`src/rtl/core/cdws_pkg.sv`:
```
// Shared types, constants and fixed-point helpers for the channel diffusion walk step core.
// No dependencies; used by cdws_front, cdws_back and the top-level core.
`default_nettype none
package cdws_pkg;

  localparam int unsigned MOLECULES_DEF = 1024;
  localparam int unsigned CFG_IDX_W = 4;

  typedef enum logic [3:0] {
    REG_BOX   = 4'd0,
    REG_CAP   = 4'd1,
    REG_CHAN  = 4'd2,
    REG_VEST  = 4'd3,
    REG_VBOT  = 4'd4,
    REG_DAB   = 4'd5,
    REG_DC    = 4'd6,
    REG_MICRO = 4'd7
  } cfg_reg_e;

  typedef enum logic [1:0] {
    CL_WALK,
    CL_PLACE,
    CL_SKIP
  } item_class_e;

  typedef struct packed {
    item_class_e cls;
    logic [9:0]  molecule;
    logic [18:0] step_mag;
    logic [2:0]  direction;
    logic        edge_coin;
    logic [15:0] ua;
    logic [15:0] ub;
    logic [15:0] uc;
  } item_t;

  typedef struct packed {
    logic  valid;
    item_t item;
  } queue_head_t;

  typedef struct packed {
    logic [30:0] box;
    logic [63:0] cap;
    logic [63:0] chan;
    logic [63:0] vest;
    logic [63:0] vbot;
    logic [63:0] dab;
    logic [63:0] dc;
    logic [9:0]  micro;
  } cfg_t;

  function automatic logic signed [31:0] sat32(input logic signed [67:0] v);
    logic signed [31:0] r;
    if (v > 68'sd2147483647) begin
      r = 32'sh7fffffff;
    end else if (v < -68'sd2147483648) begin
      r = 32'sh80000000;
    end else begin
      r = v[31:0];
    end
    return r;
  endfunction

  // (2u - 1) * S rounded toward zero
  function automatic logic signed [31:0] centred(input logic signed [65:0] p);
    logic signed [65:0] t;
    t = p[65] ? p + 66'sd65535 : p;
    return t[47:16];
  endfunction

  function automatic logic signed [31:0] height(input logic signed [65:0] p);
    logic signed [65:0] t;
    t = p >>> 16;
    return sat32(68'(t));
  endfunction

  function automatic logic open_rgn(input cfg_t c, input logic signed [31:0] z,
                                    input logic [65:0] r2);
    logic ok;
    ok = 1'b0;
    if (z > $signed(c.cap[31:0])) ok = 1'b1;
    if (z >= 0 && r2 >= 66'({c.cap[63:32], 16'b0})) ok = 1'b1;
    if (z <= $signed(c.vest[31:0]) && z >= $signed(c.vbot[31:0]) &&
        r2 <= 66'({c.vest[63:32], 16'b0})) ok = 1'b1;
    if (r2 <= 66'({c.chan[63:32], 16'b0})) ok = 1'b1;
    return ok;
  endfunction

endpackage
`default_nettype wire

```
`src/rtl/core/cdws_front.sv`:
```
// Front end: accepts items, classifies them, and holds them in a two-entry queue.
// Depends on cdws_pkg.
`default_nettype none
module cdws_front #(
  parameter int unsigned MOLECULES = cdws_pkg::MOLECULES_DEF
) (
  input  wire logic                clk_i,
  input  wire logic                rst_ni,
  input  wire logic                in_valid_i,
  output logic                     in_stall_o,
  input  wire logic                kind_i,
  input  wire logic [9:0]          molecule_i,
  input  wire logic [18:0]         step_mag_i,
  input  wire logic [2:0]          direction_i,
  input  wire logic                edge_coin_i,
  input  wire logic [15:0]         uniform_a_i,
  input  wire logic [15:0]         uniform_b_i,
  input  wire logic [15:0]         uniform_c_i,
  output cdws_pkg::queue_head_t    head_o,
  input  wire logic                pop_i
);

  cdws_pkg::item_t q_mem [2];
  logic            wp_q, rp_q;
  logic [1:0]      cnt_q;
  logic            push;
  cdws_pkg::item_t new_item;

  always_comb begin
    new_item.molecule  = molecule_i;
    new_item.step_mag  = step_mag_i;
    new_item.direction = direction_i;
    new_item.edge_coin = edge_coin_i;
    new_item.ua        = uniform_a_i;
    new_item.ub        = uniform_b_i;
    new_item.uc        = uniform_c_i;
    if (17'(molecule_i) >= 17'(MOLECULES)) begin
      new_item.cls = cdws_pkg::CL_SKIP;
    end else if (kind_i) begin
      new_item.cls = cdws_pkg::CL_PLACE;
    end else begin
      new_item.cls = cdws_pkg::CL_WALK;
    end
  end

  assign in_stall_o   = (cnt_q == 2'd2);
  assign push         = in_valid_i && !in_stall_o;
  assign head_o.valid = (cnt_q != 2'd0);
  assign head_o.item  = q_mem[rp_q];

  always_ff @(posedge clk_i) begin
    if (push) q_mem[wp_q] <= new_item;
  end

  always_ff @(posedge clk_i or negedge rst_ni) begin
    if (!rst_ni) begin
      wp_q  <= 1'b0;
      rp_q  <= 1'b0;
      cnt_q <= 2'd0;
    end else begin
      if (push) wp_q <= ~wp_q;
      if (pop_i) rp_q <= ~rp_q;
      cnt_q <= cnt_q + 2'(push) - 2'(pop_i);
    end
  end

endmodule
`default_nettype wire

```
`config.mk`:
```
export PLATFORM = sky130hd
export DESIGN_NAME = cdws_front
export DESIGN_NICKNAME = d
export VERILOG_FILES = /design/src/rtl/core/cdws_pkg.sv /design/src/rtl/core/cdws_front.sv
export SDC_FILE = /design/constraint.sdc
export NUM_CORES = 1
export LEC_CHECK = 0
export CELL_PAD_IN_SITES_DETAIL_PLACEMENT = 0
export CELL_PAD_IN_SITES_GLOBAL_PLACEMENT = 1
export CORE_MARGIN = 8
export CORE_UTILIZATION = 53
export DETAILED_ROUTE_END_ITERATION = 8
export DONT_BUFFER_PORTS = 1
export PLACE_DENSITY_LB_ADDON = 0.15
export SLEW_MARGIN = 20
export SYNTH_ARGS = -nofsm -noshare
export SYNTH_HDL_FRONTEND = slang
export SYNTH_SLANG_ARGS = --single-unit
```
`constraint.sdc`:
```
create_clock -name clk_i -period 5.4 [get_ports clk_i]
set_input_delay 0.27 -clock clk_i [delete_from_list [all_inputs] [get_ports clk_i]]
set_output_delay 0.27 -clock clk_i [all_outputs]
set_load 0.01 [all_outputs]
```
==> results of run 1 <==
[cell usage after synthesis, drive strengths merged]
master	number	area (um2)
conb	1	3.75
or2	1	6.26
and3	1	6.26
xor2	1	8.76
buf	10	164
xnor2	3	26.3
ha	2	25.0
dfrtp	4	100
edfxtp	164	4920
mux2	82	1190
inv	2	7.51
nand2	1	3.75
nand2b	1	6.26
nor2	1	3.75
[stage by stage]
step	setup WS [ns]	hold WS [ns]	power (mW)	util (%)
2_1_floorplan	0.870	-0.0256	2.95	-
3_3_place_gp	2.79	-0.0254	3.03	54.5
3_5_place_dp	2.72	-0.0254	3.07	54.8
4_1_cts	2.57	0.100	4.33	66.7
5_1_grt	2.52	0.133	4.46	67.0
6_report	2.64	0.115	4.28	67.0
[cell type report]
class                           count  area, um2  area share [%]
Clock buffer                       19        433            5.40
Clock inverter                     12        158            1.97
Inverter                            2       7.51          0.0937
Multi-Input combinational cell     94       1290            16.1
Sequential cell                   168       5030            62.8
Tap cell                          147        184            2.30
Timing Repair Buffer               88        911            11.4
[worst max-delay path by stage]
stage,start,to,slack [ns],cells past startpoint
2_1_floorplan,cnt_q[1],q_mem[0][0],0.87,3
3_3_place_gp,cnt_q[1],q_mem[0][12],2.79,4
3_5_place_dp,cnt_q[1],q_mem[0][35],2.72,4
4_1_cts,rp_q,head_o[3],2.57,2
5_1_grt,rp_q,head_o[7],2.52,2
6_report,rp_q,head_o[33],2.64,2
[power by group through the flow]
| stage | logic [mW] | registers (mW) | clock network (mW) |
|---|---|---|---|
| after floorplan | 1.06 | 1.89 | 0 |
| after global placement | 1.06 | 1.97 | 0 |
| after detailed placement | 1.08 | 1.98 | 0 |
| after CTS | 1.14 | 1.96 | 1.23 |
| after global routing | 1.20 | 1.98 | 1.28 |
| final | 1.13 | 1.95 | 1.21 |
[cell families (layout without fill, tap and decap cells)]
group,after synthesis,after routing,share of synthesized area [%]
flops,168,168,77.6
mux,82,82,18.3
buf+inv,12,121,2.65
simple gates,5,5,0.406
xor+xnor,4,4,0.541
fa+ha+maj,2,2,0.387
other cells,1,1,0.0579
[per-layer routing]
layer | up-vias | part of all wire (%) | wire [um]
li1 | 1273 | - | -
met1 | 1410 | 38 | 4500
met2 | 104 | 52 | 6120
met3 | 15 | 7.9 | 933
met4 | 0 | 1.6 | 186
met5 | - | 0 | 0
[sequential cells by signal, indices dropped and copies added, names as in the netlist]
| name | count |
|---|---|
| cnt_q | 2 |
| rp_q | 1 |
| q_mem | 164 |
| wp_q | 1 |
[what timing repair did]
item / CTS / global route
hold buffers: 84 / 0
endpoints found under the hold margin: 169 / 0
buffers inserted: 0 / 0
endpoints found under the setup margin: 0 / 0
[critical path: cells and delay by family (launching register included)]
| kind | cells | cell delay (ns) |
|---|---|---|
| DFF | 1 | 1.01 |
| buffers and inverters | 1 | 0.64 |
| muxes | 1 | 0.38 |
==> impl_results.html, run 1 <==
<table>
<tr><th>Metric</th><th>Value</th></tr>
<tr><th colspan="2">Outcome</th></tr>
<tr><td>Outcome</td><td>finished, final reports clean</td></tr>
<tr><th colspan="2">Route</th></tr>
<tr><td>DR vias/cell</td><td>5.29</td></tr>
<tr><td>Wire length reported by the detailed router</td><td>11700 um</td></tr>
<tr><td>Average wire length per cell after detail routing</td><td>~22 um</td></tr>
<tr><td>Router iterations before antenna repair</td><td>4</td></tr>
<tr><td>Via count</td><td>2802</td></tr>
<tr><td>Starting DRT DRC Count</td><td>150</td></tr>
<tr><td>DRT antenna net count</td><td>0</td></tr>
<tr><td>DRC violation count after routing</td><td>0</td></tr>
<tr><th colspan="2">Layout</th></tr>
<tr><td>Fraction of final layout cells with drive strength greater than 1</td><td>30.0%</td></tr>
<tr><td>Non-filler cells in the finished layout</td><td>530</td></tr>
<tr><td>Diodes inserted</td><td>0</td></tr>
<tr><td>Layout overhead on the synthesized area</td><td>23.8%</td></tr>
<tr><td>Highest-count cells in the layout ignoring fill and taps</td><td>sky130_fd_sc_hd__edfxtp_1, sky130_fd_sc_hd__dlygate4sd3_1, sky130_fd_sc_hd__mux2_4, sky130_fd_sc_hd__clkbuf_16, sky130_fd_sc_hd__mux2_2</td></tr>
<tr><td>Post-route cell area</td><td>8010 um2</td></tr>
<tr><td>Net count of the finished layout</td><td>roughly 460</td></tr>
<tr><td>Most common cell after layout, fill and taps aside</td><td>sky130_fd_sc_hd__edfxtp_1</td></tr>
<tr><td>Fill cell count</td><td>just under 800</td></tr>
<tr><th colspan="2">CTS</th></tr>
<tr><td>Maximum level of the CTS H-tree</td><td>4</td></tr>
<tr><td>Worst skew pair latency</td><td>around 0.41 ns</td></tr>
<tr><td>Clk slew on worst S/H paths</td><td>about 0.060 ns</td></tr>
<tr><td>Count of instances resized after the clock tree is built</td><td>0</td></tr>
<tr><td>Number of clock buffers inserted by TritonCTS</td><td>17</td></tr>
<tr><td>Clock root buffer master</td><td>sky130_fd_sc_hd__clkbuf_16</td></tr>
<tr><td>Maximum buffer depth of the clock tree</td><td>2</td></tr>
<tr><td>Clock Sinks</td><td>168</td></tr>
<tr><td>TritonCTS clock tree</td><td>built</td></tr>
<tr><th colspan="2">Global routing</th></tr>
<tr><td>Antenna violations before repair</td><td>0</td></tr>
<tr><td>GRT met3 Usage</td><td>6.74%</td></tr>
<tr><td>Remaining global-route overflow</td><td>0</td></tr>
<tr><td>Busiest grt layer</td><td>met2</td></tr>
<tr><td>Wire length of the first global-routing pass</td><td>17800 um</td></tr>
<tr><td>Global routing usage on met1</td><td>15.8%</td></tr>
<tr><td>Met2 Track Usage GR</td><td>between 20% and 30%</td></tr>
<tr><td>Maximum number of pins on one net before global-route repair</td><td>52</td></tr>
<tr><td>Via count of the first global-routing pass</td><td>3059</td></tr>
<tr><td>GRT Util Overall</td><td>15.0%</td></tr>
<tr><th colspan="2">Timing</th></tr>
<tr><td>Final worst path period share</td><td>51.1%</td></tr>
<tr><td>Unrepaired setup endpoints after global routing</td><td>no</td></tr>
<tr><td>Count of final hold-check violations</td><td>0</td></tr>
<tr><td>Setup violations, final</td><td>0</td></tr>
<tr><td>Final clock skew</td><td>0.00893 ns</td></tr>
<tr><td>Post-layout min period</td><td>about 2.8 ns</td></tr>
<tr><td>Achievable clock frequency</td><td>0.363 GHz</td></tr>
<tr><td>Worst Max-Slew Pin Slew</td><td>0.896 ns</td></tr>
<tr><td>Summed negative setup slack over all endpoints</td><td>0 ns</td></tr>
<tr><td>Final Slew Violations</td><td>0</td></tr>
<tr><td>Rel. slew slack</td><td>about 40%</td></tr>
<tr><th colspan="2">Critical path</th></tr>
<tr><td>Startpoint of the worst register-to-register path</td><td>cnt_q[0]</td></tr>
<tr><td>Worst flop-to-flop path endpoint</td><td>q_mem[0][40]</td></tr>
<tr><td>Cell Chain, Critical Path</td><td>buf_4 &gt; mux2_4</td></tr>
<tr><td>CP startpoint kind</td><td>register</td></tr>
<tr><td>Library cell contributing the largest single delay on the critical path</td><td>sky130_fd_sc_hd__dfrtp_4</td></tr>
<tr><td>CP endpoint kind</td><td>output pin</td></tr>
<tr><td>Maximum fanout count along the critical path</td><td>51</td></tr>
<tr><td>Arr. time, crit path</td><td>2.49 ns</td></tr>
<tr><td>Crit-path max cell delay</td><td>1.01 ns</td></tr>
<tr><td>Setup slack of the worst register-to-register path</td><td>3.08 ns</td></tr>
<tr><td>Length in cells of the worst reg-to-reg path</td><td>5</td></tr>
<tr><td>Data required time of the worst path</td><td>5.13 ns</td></tr>
<tr><td>Class of the most critical setup path</td><td>reg2out</td></tr>
<tr><th colspan="2">Hold path</th></tr>
<tr><td>Count of cells along the worst hold path</td><td>2</td></tr>
<tr><td>Hold path startpoint</td><td>in_valid_i</td></tr>
<tr><td>Worst hold path class</td><td>in2reg</td></tr>
<tr><td>Hold Crit Endpoint</td><td>wp_q</td></tr>
<tr><th colspan="2">Yosys</th></tr>
<tr><td>Total number of yosys warnings</td><td>0</td></tr>
<tr><td>Number of standard cells after synthesis</td><td>274</td></tr>
<tr><td>Mean instance size in the synthesized netlist</td><td>~24 um2</td></tr>
<tr><td>Synth unique cells</td><td>18</td></tr>
<tr><td>Proportion of synthesized chip area in sequential cells</td><td>77.6%</td></tr>
<tr><td>Synthesized cell area</td><td>6470 um2</td></tr>
<tr><td>Synth Register Bits</td><td>168</td></tr>
<tr><td>Total nets after synthesis</td><td>about 360</td></tr>
<tr><th colspan="2">Die</th></tr>
<tr><td>Die Area</td><td>16000 um2</td></tr>
<tr><td>Die extent in y</td><td>127 um</td></tr>
<tr><td>Number of I/O pins</td><td>171</td></tr>
<tr><td>Number of cell rows</td><td>40</td></tr>
<tr><td>Die Span X</td><td>127 um</td></tr>
<tr><td>Placeable core region</td><td>12000 um2</td></tr>
<tr><td>Initial core utilization</td><td>approximately 54%</td></tr>
<tr><th colspan="2">Job</th></tr>
<tr><td>Count of maximum capacitance violations</td><td>0</td></tr>
<tr><th colspan="2">Power</th></tr>
<tr><td>Peak VDD IR</td><td>0.486 mV</td></tr>
<tr><td>Sw frac</td><td>about 28%</td></tr>
<tr><td>Portion of total power attributed to the clock network</td><td>28.1%</td></tr>
<tr><td>Pwr/cell area</td><td>roughly 530 nW/um2</td></tr>
<tr><td>Combinational Power Share</td><td>26.3%</td></tr>
<tr><td>LEAKAGE</td><td>roughly 2.9 nW</td></tr>
<tr><td>Flop pwr share</td><td>45.6%</td></tr>
<tr><td>Cell internal power dissipation</td><td>just over 3 mW</td></tr>
<tr><td>Net switching power figure</td><td>1.18 mW</td></tr>
<tr><th colspan="2">Placed design</th></tr>
<tr><td>Routability congestion estimate</td><td>around 0.66</td></tr>
<tr><td>Number of input and output port buffers inserted</td><td>0</td></tr>
<tr><td>Area of placed instances</td><td>6550 um2</td></tr>
<tr><td>Inst Count DP</td><td>slightly above 400</td></tr>
</table>
No activity file was read; power rests on OpenSTA's default activity.
==> inputs of run 2 (changes only) <==
==> constraint.sdc (replaced) <==
create_clock -name clk_i -period 2.6 [get_ports clk_i]
set_input_delay 0.13 -clock clk_i [delete_from_list [all_inputs] [get_ports clk_i]]
set_output_delay 0.13 -clock clk_i [all_outputs]
set_load 0.01 [all_outputs]
==> run 2 against run 1 <==
  * Combinational power rose by 120%
  * Largest cell class unchanged
  * Clock power rose by 98%
  * Global-route usage fell by 0.51 points
==> impl_results.html, run 2 (synthesis gave the netlist of run 1 again) <==
<table>
<tr><th>Metric</th><th>Value</th></tr>
<tr><th colspan="2">Outcome</th></tr>
<tr><td>Outcome</td><td>finished, final reports clean</td></tr>
<tr><th colspan="2">Timing</th></tr>
<tr><td>Rel. slew slack</td><td>66.1% (+26 points)</td></tr>
<tr><td>Unrepaired setup endpoints after global routing</td><td>no</td></tr>
<tr><td>Count of final hold-check violations</td><td>0 (unchanged)</td></tr>
<tr><td>Worst Max-Slew Pin Slew</td><td>0.509 ns (-0.388 ns)</td></tr>
<tr><td>Setup violations, final</td><td>0 (unchanged)</td></tr>
<tr><td>Final Slew Violations</td><td>0 (unchanged)</td></tr>
<tr><td>Final worst path period share</td><td>78.3%</td></tr>
<tr><td>Achievable clock frequency</td><td>0.491 GHz</td></tr>
<tr><td>Summed negative setup slack over all endpoints</td><td>0 ns (unchanged)</td></tr>
<tr><td>Post-layout min period</td><td>2.04 ns</td></tr>
<tr><td>Final clock skew</td><td>0.00584 ns (-0.00309 ns)</td></tr>
<tr><th colspan="2">Die</th></tr>
<tr><td>Die Span X</td><td>127 um (unchanged)</td></tr>
<tr><td>Die Area</td><td>16000 um2 (unchanged)</td></tr>
<tr><td>Placeable core region</td><td>12000 um2 (unchanged)</td></tr>
<tr><td>Initial core utilization</td><td>54.1% (unchanged)</td></tr>
<tr><td>Number of cell rows</td><td>40 (unchanged)</td></tr>
<tr><td>Die extent in y</td><td>127 um (unchanged)</td></tr>
<tr><td>Number of I/O pins</td><td>171 (unchanged)</td></tr>
<tr><th colspan="2">Layout</th></tr>
<tr><td>Layout overhead on the synthesized area</td><td>24.0%</td></tr>
<tr><td>Net count of the finished layout</td><td>462 (+0.65%)</td></tr>
<tr><td>Non-filler cells in the finished layout</td><td>534 (+0.75%)</td></tr>
<tr><td>Fraction of final layout cells with drive strength greater than 1</td><td>30.6% (+0.54 points)</td></tr>
<tr><td>Most common cell after layout, fill and taps aside</td><td>sky130_fd_sc_hd__edfxtp_1</td></tr>
<tr><td>Highest-count cells in the layout ignoring fill and taps</td><td>sky130_fd_sc_hd__edfxtp_1, sky130_fd_sc_hd__dlygate4sd3_1, sky130_fd_sc_hd__mux2_4, sky130_fd_sc_hd__clkbuf_16, sky130_fd_sc_hd__mux2_2</td></tr>
<tr><td>Flip-flop count of the largest register, all copies and words added</td><td>164 (unchanged)</td></tr>
<tr><td>Post-Route Utilization</td><td>67.1% (+0.13 points)</td></tr>
<tr><td>Registers with the most flip-flops</td><td>q_mem x164, cnt_q x2</td></tr>
<tr><td>Largest register by flop count</td><td>q_mem</td></tr>
<tr><th colspan="2">Power</th></tr>
<tr><td>Cell internal power dissipation</td><td>6.37 mW (+110%)</td></tr>
<tr><td>Net switching power figure</td><td>2.45 mW (+110%)</td></tr>
<tr><td>Sw frac</td><td>27.8% (+0.27 points)</td></tr>
<tr><td>LEAKAGE</td><td>2.93 nW (+0.49%)</td></tr>
<tr><td>Power Total</td><td>8.82 mW (+110%)</td></tr>
<tr><td>Flop pwr share</td><td>44.9% (-0.7 points)</td></tr>
<tr><td>Combinational Power Share</td><td>27.9% (+1.6 points)</td></tr>
<tr><td>Pwr/cell area</td><td>1100 nW/um2 (+110%)</td></tr>
<tr><td>Portion of total power attributed to the clock network</td><td>27.2% (-0.9 points)</td></tr>
<tr><td>Peak VDD IR</td><td>0.814 mV (+68%)</td></tr>
<tr><th colspan="2">Route</th></tr>
<tr><td>Starting DRT DRC Count</td><td>142 (-5.3%)</td></tr>
<tr><td>Average wire length per cell after detail routing</td><td>21.2 um (-4.4%)</td></tr>
<tr><td>DRT antenna net count</td><td>0 (unchanged)</td></tr>
<tr><td>Wire length reported by the detailed router</td><td>11300 um (-3.7%)</td></tr>
<tr><td>Router iterations before antenna repair</td><td>4 (unchanged)</td></tr>
<tr><td>Via count</td><td>2804 (+0.071%)</td></tr>
<tr><td>DRC violation count after routing</td><td>0 (unchanged)</td></tr>
<tr><td>DR vias/cell</td><td>5.25 (-0.68%)</td></tr>
<tr><th colspan="2">CTS</th></tr>
<tr><td>Worst skew pair latency</td><td>0.41 ns (about the same)</td></tr>
<tr><td># Post-CTS Setup Buffers</td><td>0 (unchanged)</td></tr>
<tr><td>Clock Sinks</td><td>168 (unchanged)</td></tr>
<tr><td>TritonCTS clock tree</td><td>built</td></tr>
<tr><td>Number of clock buffers inserted by TritonCTS</td><td>17 (unchanged)</td></tr>
<tr><td>Maximum level of the CTS H-tree</td><td>4 (unchanged)</td></tr>
<tr><td>Maximum buffer depth of the clock tree</td><td>2 (unchanged)</td></tr>
<tr><td>Clock root buffer master</td><td>sky130_fd_sc_hd__clkbuf_16</td></tr>
<tr><td>Clk slew on worst S/H paths</td><td>0.06 ns (about the same)</td></tr>
<tr><td>Hold-fix buffers at CTS</td><td>86 (+2.4%)</td></tr>
<tr><td>Count of instances resized after the clock tree is built</td><td>0 (unchanged)</td></tr>
<tr><th colspan="2">Global routing</th></tr>
<tr><td>Wire length of the first global-routing pass</td><td>17000 um (-4.2%)</td></tr>
<tr><td>Maximum number of pins on one net before global-route repair</td><td>83 (+60%)</td></tr>
<tr><td>Via count of the first global-routing pass</td><td>3037 (-0.72%)</td></tr>
<tr><td>Antenna violations before repair</td><td>1 (+1)</td></tr>
<tr><td>GRT Util Overall</td><td>14.5% (-0.51 points)</td></tr>
<tr><td>Remaining global-route overflow</td><td>0 (unchanged)</td></tr>
<tr><th colspan="2">Critical path</th></tr>
<tr><td>Kind of cell adding the most delay to the critical path</td><td>flip-flops</td></tr>
<tr><td>Class of the most critical setup path</td><td>reg2out</td></tr>
<tr><td>CP startpoint kind</td><td>register</td></tr>
<tr><td>Crit-path max cell delay</td><td>0.75 ns (-0.26 ns)</td></tr>
<tr><td>Maximum fanout count along the critical path</td><td>29 (-43%)</td></tr>
<tr><td>Sum of buffers and inverters on the critical path</td><td>1 (unchanged)</td></tr>
<tr><td>Library cell contributing the largest single delay on the critical path</td><td>sky130_fd_sc_hd__dfrtp_4</td></tr>
<tr><td>Cell Chain, Critical Path</td><td>buf_12 &gt; mux2_2</td></tr>
<tr><td>Data required time of the worst path</td><td>2.47 ns (-2.66 ns)</td></tr>
<tr><td>Arr. time, crit path</td><td>1.91 ns (-0.58 ns)</td></tr>
<tr><td>CP endpoint kind</td><td>output pin</td></tr>
<tr><th colspan="2">Hold path</th></tr>
<tr><td>Worst hold path class</td><td>in2reg</td></tr>
<tr><th colspan="2">Placed design</th></tr>
<tr><td>Number of input and output port buffers inserted</td><td>0 (unchanged)</td></tr>
<tr><td>Routability congestion estimate</td><td>0.663 (+0.64%)</td></tr>
<tr><td>Inst Count DP</td><td>416 (+0.48%)</td></tr>
<tr><th colspan="2">Job</th></tr>
<tr><td>Count of maximum capacitance violations</td><td>0 (unchanged)</td></tr>
</table>
run 2: changes by cell type in the layout (fill, tap and decap cells not counted), sizes merged:
cell         previous run  this run
bufinv                  4         3
diode                   0         1
buf                     4         5
clkinv                  7        10
clkinvlp                1         0
clkbuf                 19        18
dlygate4sd3            84        86
run 2: layout make-up:
cell class              instances  area (um2)
inverters                       2        7.51
repair buffers                 91         948
diodes                          1        2.50
clock inverters                13         136
fillers                       763        3940
multi-input cells              94        1290
flip-flops and latches        168        5030
well taps                     147         184
clock buffers                  18         429
run 2: power groups by stage:
stage | sequential, mW | clock [mW] | combinational [mW]
2_1_floorplan | 3.88 | 0 | 2.21
3_3_place_gp | 3.99 | 0 | 2.39
3_5_place_dp | 4.02 | 0 | 2.40
4_1_cts | 3.97 | 2.45 | 2.53
5_1_grt | 4.02 | 2.54 | 2.63
6_report | 3.96 | 2.40 | 2.46
run 2: path summary, 6_finish.rpt:
check / to / depth (start not counted) / startpoint / slack, ns
max: head_o[81] / 2 / rp_q / 0.56
min: q_mem[1][10] / 1 / in_valid_i / 0.16
max reg2reg: q_mem[0][42] / 4 / cnt_q[1] / 0.96
min reg2reg: cnt_q[0] / 1 / cnt_q[0] / 0.53
max in group asynchronous: rp_q / 2 / rst_ni / 1.87
min in group asynchronous: cnt_q[0] / 2 / rst_ni / 0.53
run 2: stage by stage:
stage | hold WS (ns) | instance area, um2 | worst slack, ns
2_1_floorplan | -0.166 | 6480 | 0.350
3_3_place_gp | -0.165 | 6600 | 0.993
3_5_place_dp | -0.165 | 6600 | 0.959
4_1_cts | 0.154 | 8020 | 0.516
5_1_grt | 0.151 | 8030 | 0.459
6_report | 0.165 | 8030 | 0.564
run 2: worst register-to-register path: stages, from the launching register on:
cell and delay [ns]:
sky130_fd_sc_hd__dfrtp_1 0.40, sky130_fd_sc_hd__nand2b_1 0.14, sky130_fd_sc_hd__nand2_1 0.15, sky130_fd_sc_hd__nor2_4 0.13, sky130_fd_sc_hd__buf_12 0.37
run 2: layer usage:
layer / share of wire (%) / vias up / wire length (um) / GRT usage (%)
met2: 49 / 113 / 5590 / 23.1
met1: 39 / 1397 / 4410 / 15.2
met4: 1.8 / 0 / 207 / 6.51
met3: 9.8 / 15 / 1110 / 8.38
met5: 0 / - / 0 / 0
li1: - / 1279 / - / -
==> inputs of run 3 (changes only) <==
--- a/config.mk
+++ b/config.mk
@@ -8,7 +8,7 @@
 export CELL_PAD_IN_SITES_DETAIL_PLACEMENT = 0
 export CELL_PAD_IN_SITES_GLOBAL_PLACEMENT = 1
 export CORE_MARGIN = 8
-export CORE_UTILIZATION = 53
+export CORE_UTILIZATION = 48
 export DETAILED_ROUTE_END_ITERATION = 8
 export DONT_BUFFER_PORTS = 1
 export PLACE_DENSITY_LB_ADDON = 0.15
==> constraint.sdc (replaced) <==
create_clock -name clk_i -period 1.8 [get_ports clk_i]
set_input_delay 0.09 -clock clk_i [delete_from_list [all_inputs] [get_ports clk_i]]
set_output_delay 0.09 -clock clk_i [all_outputs]
set_load 0.01 [all_outputs]
==> run 3 against run 2 <==
  * First-iteration DRC count decreased by 32%
  * Worst hold slack improved by 0.042 ns
  * Count of clock-buffer cells in the layout down 1
  * Critical path depth unchanged
  * Register-to-register slack got worse by 0.69 ns
  * Clock power up 50%
  * Critical endpoint unchanged
  * Largest cell class unchanged
  * Highest routed layer unchanged
==> impl_results.html, run 3 (synthesis gave the netlist of run 1 again) <==
<table>
<tr><th>Metric</th><th>Value</th></tr>
<tr><th colspan="2">Hold path</th></tr>
<tr><td>Worst hold path class</td><td>in2reg</td></tr>
<tr><td>Hold path startpoint</td><td>in_valid_i</td></tr>
<tr><th colspan="2">CTS</th></tr>
<tr><td>Maximum level of the CTS H-tree</td><td>4 (unchanged)</td></tr>
<tr><td>Clock Sinks</td><td>168 (unchanged)</td></tr>
<tr><td>TritonCTS clock tree</td><td>built</td></tr>
<tr><td>Maximum buffer depth of the clock tree</td><td>2 (unchanged)</td></tr>
<tr><td>Number of clock buffers inserted by TritonCTS</td><td>17 (unchanged)</td></tr>
<tr><td>Worst skew pair latency</td><td>0.41 ns (about the same)</td></tr>
<tr><td>Clock root buffer master</td><td>sky130_fd_sc_hd__clkbuf_16</td></tr>
<tr><td>Clk slew on worst S/H paths</td><td>0.06 ns (about the same)</td></tr>
<tr><th colspan="2">Timing</th></tr>
<tr><td>Final Slew Violations</td><td>0 (unchanged)</td></tr>
<tr><td>Unrepaired setup endpoints after global routing</td><td>no</td></tr>
<tr><td>Setup violations, final</td><td>0 (unchanged)</td></tr>
<tr><td>Final clock skew</td><td>0.00479 ns (-0.00105 ns)</td></tr>
<tr><td>Achievable clock frequency</td><td>0.598 GHz</td></tr>
<tr><td>Post-layout min period</td><td>1.67 ns</td></tr>
<tr><td>Final worst path period share</td><td>92.9%</td></tr>
<tr><td>Count of final hold-check violations</td><td>0 (unchanged)</td></tr>
<tr><th colspan="2">Route</th></tr>
<tr><td>Starting DRT DRC Count</td><td>96 (-32%)</td></tr>
<tr><td>Via count</td><td>2816 (+0.43%)</td></tr>
<tr><td>DR vias/cell</td><td>4.96 (-5.6%)</td></tr>
<tr><td>Average wire length per cell after detail routing</td><td>20.2 um (-4.7%)</td></tr>
<tr><td>Wire length reported by the detailed router</td><td>11500 um (+1.4%)</td></tr>
<tr><td>Router iterations before antenna repair</td><td>4 (unchanged)</td></tr>
<tr><td>DRT antenna net count</td><td>0 (unchanged)</td></tr>
<tr><td>DRC violation count after routing</td><td>0 (unchanged)</td></tr>
<tr><th colspan="2">Die</th></tr>
<tr><td>Die extent in y</td><td>132 um (+4.4%)</td></tr>
<tr><td>Number of cell rows</td><td>42 (+5.0%)</td></tr>
<tr><td>Number of I/O pins</td><td>171 (unchanged)</td></tr>
<tr><td>Die Area</td><td>17500 um2 (+9.1%)</td></tr>
<tr><td>Initial core utilization</td><td>49.1% (-5.0 points)</td></tr>
<tr><td>Placeable core region</td><td>13200 um2 (+10%)</td></tr>
<tr><td>Die Span X</td><td>132 um (+4.4%)</td></tr>
<tr><th colspan="2">Critical path</th></tr>
<tr><td>Sum of buffers and inverters on the critical path</td><td>1 (unchanged)</td></tr>
<tr><td>CP endpoint kind</td><td>output pin</td></tr>
<tr><td>Library cell contributing the largest single delay on the critical path</td><td>sky130_fd_sc_hd__dfrtp_4</td></tr>
<tr><td>Cell Chain, Critical Path</td><td>buf_12 &gt; mux2_2</td></tr>
<tr><td>Arr. time, crit path</td><td>1.58 ns (-0.33 ns)</td></tr>
<tr><td>Kind of cell adding the most delay to the critical path</td><td>flip-flops</td></tr>
<tr><td>Data required time of the worst path</td><td>1.71 ns (-0.76 ns)</td></tr>
<tr><td>CP startpoint kind</td><td>register</td></tr>
<tr><td>Class of the most critical setup path</td><td>reg2out</td></tr>
<tr><td>Startpoint of the worst register-to-register path</td><td>cnt_q[1]</td></tr>
<tr><td>Crit path from</td><td>rp_q</td></tr>
<tr><td>Crit-path max cell delay</td><td>0.50 ns (-0.25 ns)</td></tr>
<tr><td>Maximum fanout count along the critical path</td><td>29 (unchanged)</td></tr>
<tr><th colspan="2">Global routing</th></tr>
<tr><td>Via count of the first global-routing pass</td><td>3156 (+3.9%)</td></tr>
<tr><td>Wire length of the first global-routing pass</td><td>17900 um (+4.8%)</td></tr>
<tr><td>Remaining global-route overflow</td><td>0 (unchanged)</td></tr>
<tr><td>Maximum number of pins on one net before global-route repair</td><td>66 (-20%)</td></tr>
<tr><td>Antenna violations before repair</td><td>0 (-1)</td></tr>
<tr><td>GRT Util Overall</td><td>13.5% (-1.0 points)</td></tr>
<tr><th colspan="2">Placed design</th></tr>
<tr><td>Inst Count DP</td><td>448 (+7.7%)</td></tr>
<tr><td>Detailed placement HPWL</td><td>7660 um</td></tr>
<tr><td>Routability congestion estimate</td><td>0.660 (-0.53%)</td></tr>
<tr><td>Number of input and output port buffers inserted</td><td>0 (unchanged)</td></tr>
<tr><th colspan="2">Layout</th></tr>
<tr><td>Combined area of the multi-input logic cells</td><td>1290 um2 (+0.19%)</td></tr>
<tr><td>Fill cell count</td><td>948 (+24%)</td></tr>
<tr><td>Most common cell after layout, fill and taps aside</td><td>sky130_fd_sc_hd__edfxtp_1</td></tr>
<tr><td>Sequential cell area</td><td>5030 um2 (unchanged)</td></tr>
<tr><td>Net count of the finished layout</td><td>467 (+1.1%)</td></tr>
<tr><td>Largest register by flop count</td><td>q_mem</td></tr>
<tr><td>Highest-count cells in the layout ignoring fill and taps</td><td>sky130_fd_sc_hd__edfxtp_1, sky130_fd_sc_hd__dlygate4sd3_1, sky130_fd_sc_hd__mux2_4, sky130_fd_sc_hd__clkbuf_16, sky130_fd_sc_hd__mux2_2</td></tr>
<tr><td>Flip-flop count of the largest register, all copies and words added</td><td>164 (unchanged)</td></tr>
<tr><td>Non-filler cells in the finished layout</td><td>568 (+6.4%)</td></tr>
<tr><td>Registers with the most flip-flops</td><td>q_mem x164, cnt_q x2</td></tr>
<tr><td>Fraction of final layout cells with drive strength greater than 1</td><td>32.7% (+2.1 points)</td></tr>
<tr><td>Layout overhead on the synthesized area</td><td>26.0%</td></tr>
<tr><td>Diodes inserted</td><td>0 (-1)</td></tr>
<tr><th colspan="2">Power</th></tr>
<tr><td>Flop pwr share</td><td>43.1% (-1.8 points)</td></tr>
<tr><td>Power Total</td><td>13.0 mW (+47%)</td></tr>
<tr><td>Combinational Power Share</td><td>29.2% (+1.3 points)</td></tr>
<tr><td>Portion of total power attributed to the clock network</td><td>27.7% (+0.5 points)</td></tr>
<tr><td>Cell internal power dissipation</td><td>9.34 mW (+47%)</td></tr>
<tr><td>LEAKAGE</td><td>2.97 nW (+1.4%)</td></tr>
<tr><td>Pwr/cell area</td><td>1590 nW/um2 (+45%)</td></tr>
<tr><td>Peak VDD IR</td><td>0.765 mV (-6.1%)</td></tr>
<tr><td>Net switching power figure</td><td>3.66 mW (+49%)</td></tr>
<tr><td>Sw frac</td><td>28.1% (+0.35 points)</td></tr>
<tr><th colspan="2">Outcome</th></tr>
<tr><td>Outcome</td><td>finished, final reports clean</td></tr>
<tr><th colspan="2">Job</th></tr>
<tr><td>Count of maximum capacitance violations</td><td>0 (unchanged)</td></tr>
</table>
run 3: final timing paths:
kind,slack (ns),to,cells past startpoint
setup / recovery,0.13,head_o[81],2
hold / removal,0.21,q_mem[1][2],2
setup reg to reg,0.27,cnt_q[1],7
hold reg to reg,0.54,cnt_q[0],1
max in group asynchronous,1.10,rp_q,2
min in group asynchronous,0.50,cnt_q[0],2
run 3: power by group through the flow:
stage          registers, mW  clock network (mW)  logic [mW]
2_1_floorplan           5.61                   0        3.19
3_3_place_gp            5.69                   0        3.62
3_5_place_dp            5.73                   0        3.64
4_1_cts                 5.61                3.69        3.92
5_1_grt                 5.68                3.87        4.04
6_report                5.60                3.61        3.79
run 3: final cells by class:
type	count	area share, %
Clock buffer	17	5.22
Tap cell	176	2.70
Timing Repair Buffer	96	12.3
Multi-Input combinational cell	94	15.8
Inverter	2	0.0921
Clock inverter	15	2.13
Sequential cell	168	61.7
run 3: worst reg2reg max path: cells and delay by family (launching register included):
family	cells	cell delay [ns]
buffers and inverters	1	0.04
XOR/XNOR	2	0.31
AND/OR/NAND/NOR	2	0.24
adder cells (fa/ha/maj)	2	0.46
flip-flops	1	0.40
run 3: per-layer routing:
metal  part of all wire, %  track usage (%)
met3                   7.6             5.22
met2                    53             23.6
met5                     0                0
met4                   1.6             6.32
met1                    38             13.8
run 3: stage by stage:
| stage | hold WS [ns] | setup TNS [ns] | utilization (%) | area (um2) | setup WS (ns) |
|---|---|---|---|---|---|
| 4_1_cts | 0.190 | 0 | 61.8 | 8150 | 0.0826 |
| 5_1_grt | 0.191 | 0 | 61.8 | 8150 | 0.0503 |
| 3_3_place_gp | -0.205 | 0 | 50.6 | 6670 | 0.322 |
| 6_report | 0.206 | 0 | 61.8 | 8150 | 0.127 |
| 2_1_floorplan | -0.206 | -52.39 | - | 6480 | -0.434 |
| 3_5_place_dp | -0.205 | 0 | 50.6 | 6670 | 0.291 |
run 3: what timing repair did:
item / in CTS / in global routing
gates resized for setup: 1 / 0
setup buffers: 2 / 0
hold buffers: 86 / 0
setup endpoints to repair: 12 / 0
hold endpoints to repair: 171 / 0
